File: config.mk
export PLATFORM = sky130hd
export DESIGN_NAME = ppg_sqrt_cell
export DESIGN_NICKNAME = d
export VERILOG_FILES = /design/src/design/ppg_pkg.sv /design/src/design/ppg_sqrt_cell.sv
export SDC_FILE = /design/constraint.sdc
export NUM_CORES = 1
export LEC_CHECK = 0
export BUFFER_PORTS_ARGS = -buffer_cell sky130_fd_sc_hd__buf_2
export CORE_MARGIN = 4
export CORE_UTILIZATION = 53
export CTS_CLUSTER_SIZE = 25
export DETAILED_ROUTE_END_ITERATION = 6
export PLACE_DENSITY = 0.81
export REMOVE_ABC_BUFFERS = 1
export SYNTH_ARGS = -nofsm -noshare
export SYNTH_HDL_FRONTEND = slang
export SYNTH_SLANG_ARGS = --single-unit
export TNS_END_PERCENT = 100
File: constraint.sdc
create_clock -name clk -period 4.2 [get_ports clk]
set_clock_uncertainty 0.2 [all_clocks]
set_input_delay 0.21 -clock clk [delete_from_list [all_inputs] [get_ports clk]]
set_output_delay 0.21 -clock clk [all_outputs]
set_load 0.1 [all_outputs]
File: src/design/ppg_pkg.sv
// Shared types, constants and the sine table function for the plasma pixel generator.
// Used by ppg_sqrt_cell, ppg_sine_rom and plasma_pixel_generator_unit. No dependencies.
package ppg_pkg;

  localparam int unsigned X_W      = 9;
  localparam int unsigned Y_W      = 8;
  localparam int unsigned IDX_W    = 8;
  localparam int unsigned M_W      = 14;   // sine argument m, angle is m/256 rad
  localparam int unsigned WORD_W   = 17;   // sine ROM word, 0..65536
  localparam int unsigned SUM_W    = 19;   // sum of four words
  localparam int unsigned SQ_W     = 28;   // radicand / root working width
  localparam int unsigned SQRT_STEPS = 14; // one cell per root bit
  localparam int unsigned RAD_W    = 14;

  // ROM depths for each term
  localparam int unsigned X_DEPTH   = 512;   // W(8x)
  localparam int unsigned Y_DEPTH   = 256;   // W(16y)
  localparam int unsigned XY_DEPTH  = 767;   // W(8(x+y)), x+y <= 766
  localparam int unsigned RAD_DEPTH = 9138;  // W(r16), r16 <= isqrt(256*(511^2+255^2))
  localparam int unsigned XY_W      = 10;

  localparam logic [63:0] HALF_PI_Q56 = 64'h01921FB54442D184;
  localparam logic [63:0] ONE_Q30     = 64'd1 << 30;

  localparam logic [63:0] TAYLOR_DIV [1:8] = '{64'd6, 64'd20, 64'd42, 64'd72,
                                               64'd110, 64'd156, 64'd210, 64'd272};

  typedef logic [WORD_W-1:0] word_t;

  // one word moving down the square-root chain
  typedef struct packed {
    logic             vld;
    logic [X_W-1:0]   x;
    logic [Y_W-1:0]   y;
    logic [SQ_W-1:0]  rem;
    logic [SQ_W-1:0]  root;
  } sqrt_word_t;

  // 128 + 128*sin(m/256) in units of 2^-8; evaluated only at elaboration
  function automatic word_t sine_word(input logic [M_W-1:0] m);
    logic [63:0] a;
    logic [63:0] q;
    logic [63:0] f;
    logic [63:0] t;
    logic [63:0] t2;
    logic [63:0] term;
    logic [63:0] v;
    logic [63:0] r;
    logic signed [63:0] s;
    logic neg;
    a = {2'b00, m, 48'd0};
    q = a / HALF_PI_Q56;
    f = a - q * HALF_PI_Q56;
    neg = q[1];
    if (q[0]) begin
      f = HALF_PI_Q56 - f;
    end
    t = f >> 26;
    t2 = (t * t) >> 30;
    term = t;
    s = $signed(t);
    for (int k = 1; k <= 8; k++) begin
      term = ((term * t2) >> 30) / TAYLOR_DIV[k];
      if (k % 2 == 1) begin
        s = s - $signed(term);
      end else begin
        s = s + $signed(term);
      end
    end
    if (s < 0) begin
      s = 0;
    end
    if ($unsigned(s) > ONE_Q30) begin
      s = $signed(ONE_Q30);
    end
    v = neg ? ONE_Q30 - $unsigned(s) : ONE_Q30 + $unsigned(s);
    r = (v + (64'd1 << 14)) >> 15;
    return r[WORD_W-1:0];
  endfunction

endpackage

File: src/design/ppg_sqrt_cell.sv
// One step of the digit-by-digit integer square root, registered.
// Depends on ppg_pkg (sqrt_word_t).
module ppg_sqrt_cell
  import ppg_pkg::*;
#(
  parameter int unsigned LEVEL = 0
) (
  input  logic       clk,
  input  logic       rst_n,
  input  sqrt_word_t word_i,
  output sqrt_word_t word_o
);

  localparam logic [SQ_W-1:0] BIT = SQ_W'(1) << (2 * LEVEL);

  sqrt_word_t word_r;
  sqrt_word_t word_nxt;
  logic [SQ_W-1:0] trial;

  always_comb begin
    trial    = word_i.root + BIT;
    word_nxt = word_i;
    if (word_i.rem >= trial) begin
      word_nxt.rem  = word_i.rem - trial;
      word_nxt.root = (word_i.root >> 1) + BIT;
    end else begin
      word_nxt.root = word_i.root >> 1;
    end
  end

  always_ff @(posedge clk) begin
    if (!rst_n) begin
      word_r.vld <= 1'b0;
    end else begin
      word_r <= word_nxt;
    end
  end

  assign word_o = word_r;

endmodule

==> results of run 1 <==
[what timing repair did]
item | in CTS | in global routing
setup endpoints to repair | 0 | 0
hold buffers | 46 | 0
setup buffers | 0 | 0
hold endpoints to repair | 46 | 0
[cell usage after synthesis, types with 2 or more instances]
| cell type | instances |
|---|---|
| nor3_1 | 13 |
| or3_1 | 5 |
| or2_2 | 2 |
| xnor2_1 | 34 |
| and3_1 | 7 |
| o31ai_1 | 3 |
| nor2b_1 | 2 |
| o211ai_1 | 2 |
| inv_1 | 9 |
| nand2b_1 | 6 |
| o21ai_0 | 41 |
| clkbuf_1 | 3 |
| nor4_1 | 6 |
| and4_1 | 5 |
| a21oi_1 | 31 |
| buf_4 | 4 |
| nand4_1 | 16 |
| and2_1 | 6 |
| a21boi_0 | 3 |
| nand2_1 | 73 |
| a211oi_1 | 4 |
| nor3_2 | 2 |
| xor2_1 | 42 |
| o21bai_1 | 3 |
| ha_1 | 30 |
| nor4_2 | 4 |
| a21o_1 | 9 |
| o21a_1 | 7 |
| nor2_1 | 28 |
| nand3_1 | 16 |
| edfxtp_1 | 73 |
| buf_6 | 2 |
| buf_2 | 8 |
| o21ai_1 | 2 |
[stage by stage]
| stage | cell area, µm² | instances | utilization |
|---|---|---|---|
| 2_1_floorplan | 5080 | 508 | - |
| 3_3_place_gp | 6250 | 820 | 0.664 |
| 3_5_place_dp | 6250 | 820 | 0.664 |
| 4_1_cts | 6930 | 882 | 0.736 |
| 5_1_grt | 6930 | 882 | 0.736 |
| 6_report | 6930 | 882 | 0.736 |
[placed cells by master, fill, tap and decap left out, drive strengths merged, types with 4 or more instances in the layout]
cell type    synthesis  layout
nand2               73      73
and3                 7       7
or3                  5       5
nor2                29      29
and2                 7       7
nand2b               6       6
edfxtp              73      73
buf                 15     183
dlygate4sd3          0      46
nand3               16      16
nand4               16      16
xor2                42      42
o21a                 7       7
ha                  30      30
inv                  9      10
nor4                11      11
o21ai               43      43
a21oi               31      31
and4                 5       5
xnor2               34      34
nor3                15      15
clkbuf               3      10
a211oi               5       5
a21boi               4       4
a21o                10      10
[tightest hold or removal path, delay by kind of cell]
family                 cells  cell delay, ns
AND/OR/NAND/NOR            1            0.04
buffers and inverters      1            0.10
AO/OA/AOI/OAI              1            0.09
[per-layer routing]
layer / vias up / track usage / wire, µm
met5: - / 0 / 0
met4: 0 / 0.0740 / 311
met3: 26 / 0.0488 / 1090
met2: 208 / 0.475 / 7550
met1: 2253 / 0.335 / 6480
li1: 2375 / - / -
[final timing paths]
kind	depth (start not counted)	slack, ns	start	endpoint
setup / recovery	15	0.31	word_i[7]	word_o[46]
hold / removal	3	0.02	word_i[46]	word_o[46]
[power groups by stage]
stage | combinational (mW) | sequential, mW | clock (mW)
CTS | 1.20 | 0.931 | 0.631
floorplan | 0.309 | 1.53 | 0
finish | 1.21 | 0.931 | 0.616
global placement | 1.15 | 0.944 | 0
detailed placement | 1.17 | 0.947 | 0
global route | 1.27 | 0.938 | 0.668
[final cells by class]
class | instances | area (µm²)
clock inverter | 6 | 90.1
inverter | 9 | 33.8
fill | 706 | 2480
multi-input combinational | 425 | 2830
timing repair buffer | 229 | 1470
tap | 129 | 161
clock buffer | 10 | 128
sequential | 74 | 2210
[logic make-up (layout without fill, tap and decap cells)]
family | count (synthesis) | in the layout | synth area share
xor gates and xnor gates | 76 | 76 | 0.128
adders and majority gates | 31 | 31 | 0.0761
and+or+nand+nor | 200 | 200 | 0.200
AOI/OAI and AO/OA | 118 | 118 | 0.141
DFF | 74 | 74 | 0.426
buffers and inverters | 27 | 254 | 0.0294
==> impl_results.md, run 1 <==
* Largest register FFs at 74
* Final Hold Fails at 0
* Peak supply drop at between 0.2 and 0.25 mV
* # diodes at 0
* Crit-path cells: buf_2 -> nand4_1 -> or2_1 -> or4_4 -> nor2_2 -> nand3_1 -> xor2_1 -> ha_1 -> a21oi_1 -> o21ai_0 -> nand2b_1 -> a21oi_1 -> a21o_4 -> buf_4 -> o21ai_0
* Synth Cell Area at just over 0.005 mm²
* Rel. slew slack at 0.319
* Top cell type's share of synthesized area at 0.422
* Effective utilization at floorplan at 0.552
* WS Path Type: input port to register
* Syn-to-layout area delta at 33.4%
* Sequential area share after synthesis at 0.426
* Largest net degree at the start of global routing at between 40 and 50
* Post-route minimum period at between 3 and 4 ns
* GRT Total Usage at 0.269
* Sequential share of power at 0.337
* Final Setup Violations at 0
* Clock transition at path regs at about 0.080 ns
* Crit path max-delay family: simple AND/OR/NAND/NOR gates
* Port buffer count at around 150
* First drt pass iteration count at 6
* Initial antenna violation count at 0
* Gate Count Post-Synth at roughly 530
* GRT overflow at 0
* IO Pins at 150
* Final hold slack at around 0.016 ns
* TritonCTS clock tree: yes
* Switching Fraction at 0.442
* Crit-path slowest cell: or4_4
* Worst Tran Pin Value at about 1.0 ns
* Crit end category: register
* CP max FO at 27
* Setup TNS at 0 ns
* Maxcap violations at 0
* Switching power total at roughly 1.2 mW
* Drt wl/cell at about 18 µm
* Worst Setup Start Kind: input port
* Largest area contributor in the netlist: edfxtp_1
* Wirelength, routed at approximately 15000 µm
* Gpl congestion at between 0.9 and 1
* CTS buffer count at 9
* Pre-CTS setup slack at roughly 0.031 ns
* RSZ-0062 raised after global routing: no
* Die H at roughly 110 µm
* # clock sinks at 74
* Final setup margin at 0.308 ns
* Gates resized, CTS repair at 0
* Comb pwr share at 0.439
* Asr flop ratio synth at 0
* DRT antenna net count at 0
* Top post-synthesis cells by area: edfxtp_1 (42%), ha_1 (7.2%), xor2_1 (7.1%), xnor2_1 (5.7%), nand2_1 (5.3%)
* Synth warn at 0
* Crit path DAT at around 3.8 ns
* Syn Area/Cell at just under 10 µm²
* Post-synth cell types at 59
* Hold WC Path Type: input port to register
* Clock share of power at 0.223
* CP Data Required Time at a little over 4 ns
* HPWL after DPL at between 10000 and 15000 µm
* DRC at 0
* Fin. max-slew vios at 0
* CTS root buf: clkbuf_8
* Slowest stage delay, CP at 0.57 ns
* Drt initial violations at about 330
* PD cells at about 400 mW/mm²
* Most used DFF post-synth: edfxtp_1
* Layout cells sized above 1 at 0.287
* Nets@finish at about 860
* CTS H-Tree Depth at 3
* Die Span X at 107 µm
* Final worst path period share at 0.927
* First-pass GRT wire length at between 20000 and 25000 µm
* Flops & latches, synth at 74
* Max Root-Sink Buffers at 2
* Post-synth EDFFs at 73
* Vias at between 4000 and 5000
* Total power at roughly 2.8 mW
* Core Rows at 35
* Number of global-route vias before repair at around 4900
* Die Area at 0.0115 mm²
* Leak at 2.91 nW
* Fmax at roughly 0.26 GHz
* Pint at approximately 1.5 mW
* WP buf/inv at 2
* Outcome: finished clean
* Core footprint at 0.00942 mm²
* Vias per std cell at 5.51
(Power assumes the default switching activity.)
==> run 2, diff against run 1 <==
Settings changed: CELL_PAD_IN_SITES_DETAIL_PLACEMENT from default to 1, CELL_PAD_IN_SITES_GLOBAL_PLACEMENT from default to 1, CORE_UTILIZATION 53 to 40, PLACE_DENSITY 0.81 to default, PLACE_DENSITY_LB_ADDON from default to 0.1.
==> impl_results.md, run 2 (synthesis results as in run 1) <==
* Worst Setup Start Kind: input port (unchanged)
* Effective utilization at floorplan at 0.410 (was 0.552)
* Outcome: finished, violations left (was finished clean)
* Crit path max-delay family: simple AND/OR/NAND/NOR gates (unchanged)
* Crit end category: register (unchanged)
* Placed cells at 866 (was 820)
* Final setup margin at 0.365 ns (was 0.308 ns)
* Crit path DAT at 3.73 ns (was 3.77 ns)
* Fmax at 0.261 GHz (was 0.257 GHz)
* Slowest stage delay, CP at 0.42 ns (was 0.57 ns)
* Sequential share of power at 0.322 (was 0.337)
* RSZ-0062 raised after global routing: no (unchanged)
* Switching power total at 1.28 mW (was 1.22 mW)
* Gpl congestion at 0.879 (was 0.925)
* Fin. max-slew vios at 0 (unchanged)
* Rel. slew slack at 0.214 (was 0.319)
* Clock transition at path regs at 0.06 ns (was 0.08 ns)
* CP max FO at 26 (was 27)
* HPWL after DPL at 13800 µm (was 11700 µm)
* Pint at 1.63 mW (was 1.54 mW)
* Crit-path cells: buf_2 -> nand4_1 -> or2_1 -> buf_4 -> nor4_1 -> nand3_1 -> xor2_1 -> ha_1 -> a21oi_1 -> o21ai_1 -> or3_1 -> o22ai_2 -> a21o_4 -> buf_4 -> nor2_1 -> xor2_1 (was buf_2 -> nand4_1 -> or2_1 -> or4_4 -> nor2_2 -> nand3_1 -> xor2_1 -> ha_1 -> a21oi_1 -> o21ai_0 -> nand2b_1 -> a21oi_1 -> a21o_4 -> buf_4 -> o21ai_0)
* Post-CTS Repair Setup Buffers at 0 (unchanged)
* Syn-to-layout area delta at 35.6% (was 33.4%)
* CTS H-Tree Depth at 3 (unchanged)
* GRT overflow at 0 (unchanged)
* PD cells at 412 mW/mm² (was 398 mW/mm²)
* Layout cells sized above 1 at 0.292 (was 0.287)
* WP buf/inv at 3 (was 2)
* Vias per std cell at 5.21 (was 5.51)
* Final worst path period share at 0.913 (was 0.927)
* Core Rows at 41 (was 35)
* Total power at 2.90 mW (was 2.76 mW)
* Post-DP Area at 0.00633 mm² (was 0.00625 mm²)
* Fin area at 0.00705 mm² (was 0.00693 mm²)
* Maxcap violations at 0 (unchanged)
* WS Path Type: input port to register (unchanged)
* Wirelength, routed at 17400 µm (was 15400 µm)
* Die Area at 0.0149 mm² (was 0.0115 mm²)
* Most common cell after layout, fill and taps aside: buf_2 (unchanged)
* Largest register FFs at 74 (unchanged)
* Failing checks: negative hold slack
* Filler cells at 1470 (was 706)
* DRC at 0 (unchanged)
* Final Setup Violations at 0 (unchanged)
* CTS buffer count at 9 (unchanged)
* Nets@finish at 855 (unchanged)
* Max Root-Sink Buffers at 2 (unchanged)
* Drt wl/cell at 18.8 µm (was 17.5 µm)
* Clock share of power at 0.257 (was 0.223)
* Core footprint at 0.0127 mm² (was 0.00942 mm²)
* IO Pins at 150 (unchanged)
* Final Non-Filler Cells at 926 (was 882)
* CP Data Required Time at 4.10 ns (was 4.08 ns)
* Die Span X at 122 µm (was 107 µm)
* # clock sinks at 74 (unchanged)
* Setup TNS at 0 ns (unchanged)
* Final hold slack at -0.00677 ns (was 0.0160 ns)
* First-pass GRT wire length at 27400 µm (was 24100 µm)
* First drt pass iteration count at 4 (was 6)
* CTS root buf: clkbuf_16 (was clkbuf_8)
* Finished Core Util at 0.557 (was 0.736)
* Worst Tran Pin Value at 1.18 ns (was 1.02 ns)
* Largest net degree at the start of global routing at 54 (was 45)
* Leak at 2.94 nW (was 2.91 nW)
* Hold WC Path Type: input port to register (unchanged)
* Comb pwr share at 0.421 (was 0.439)
* GRT Total Usage at 0.240 (was 0.269)
* Vias at 4823 (was 4862)
* Post-route minimum period at 3.84 ns (was 3.89 ns)
* Most frequent cells in the layout: buf_2 (149), nand2_1 (73), edfxtp_1 (73) (unchanged)
* Initial antenna violation count at 2 (was 0)
* TritonCTS clock tree: yes (unchanged)
* Pre-CTS setup slack at -0.0132 ns (was 0.0307 ns)
* Drt initial violations at 213 (was 331)
* Crit-path slowest cell: a21o_4 (was or4_4)
* DRT antenna net count at 0 (unchanged)
* Die H at 122 µm (was 107 µm)
* Port buffer count at 149 (unchanged)
* Switching Fraction at 0.440 (was 0.442)
* Final Hold Fails at 1 (was 0)
* Peak supply drop at 0.228 mV (was 0.217 mV)
* Number of global-route vias before repair at 5113 (was 4857)
-- run 2: what timing repair did --
action	CTS	global route
hold buffers	43	0
resized for setup	0	0
endpoints found under the hold margin	43	0
-- run 2: path summary, 6_finish.rpt --
kind              startpoint    endpoint  slack (ns)  cells after the start
hold / removal    word_i[43]  word_o[43]      -0.007                      3
setup / recovery   word_i[7]  word_o[24]        0.36                     16
-- run 2: layer usage --
layer	part of all wire	GRT usage
met3	0.051	0.0501
met1	0.45	0.312
met5	0.00075	0
met2	0.48	0.401
met4	0.018	0.0798
-- run 2: power by group through the flow --
| stage | sequential (mW) | clock, mW | combinational [mW] |
|---|---|---|---|
| global placement | 0.948 | 0 | 1.17 |
| detailed placement | 0.950 | 0 | 1.19 |
| global route | 0.941 | 0.802 | 1.30 |
| CTS | 0.935 | 0.766 | 1.23 |
| finish | 0.934 | 0.747 | 1.22 |
| floorplan | 1.53 | 0 | 0.309 |
-- run 2: area by class of cell --
cell class | count | area (µm²) | share of cell area
inverters | 9 | 33.8 | 0.00479
diodes | 1 | 2.50 | 0.000355
well taps | 172 | 215 | 0.0305
clock inverters | 6 | 48.8 | 0.00692
clock buffers | 10 | 239 | 0.0339
multi-input cells | 425 | 2830 | 0.402
flip-flops and latches | 74 | 2210 | 0.314
repair buffers | 229 | 1470 | 0.208
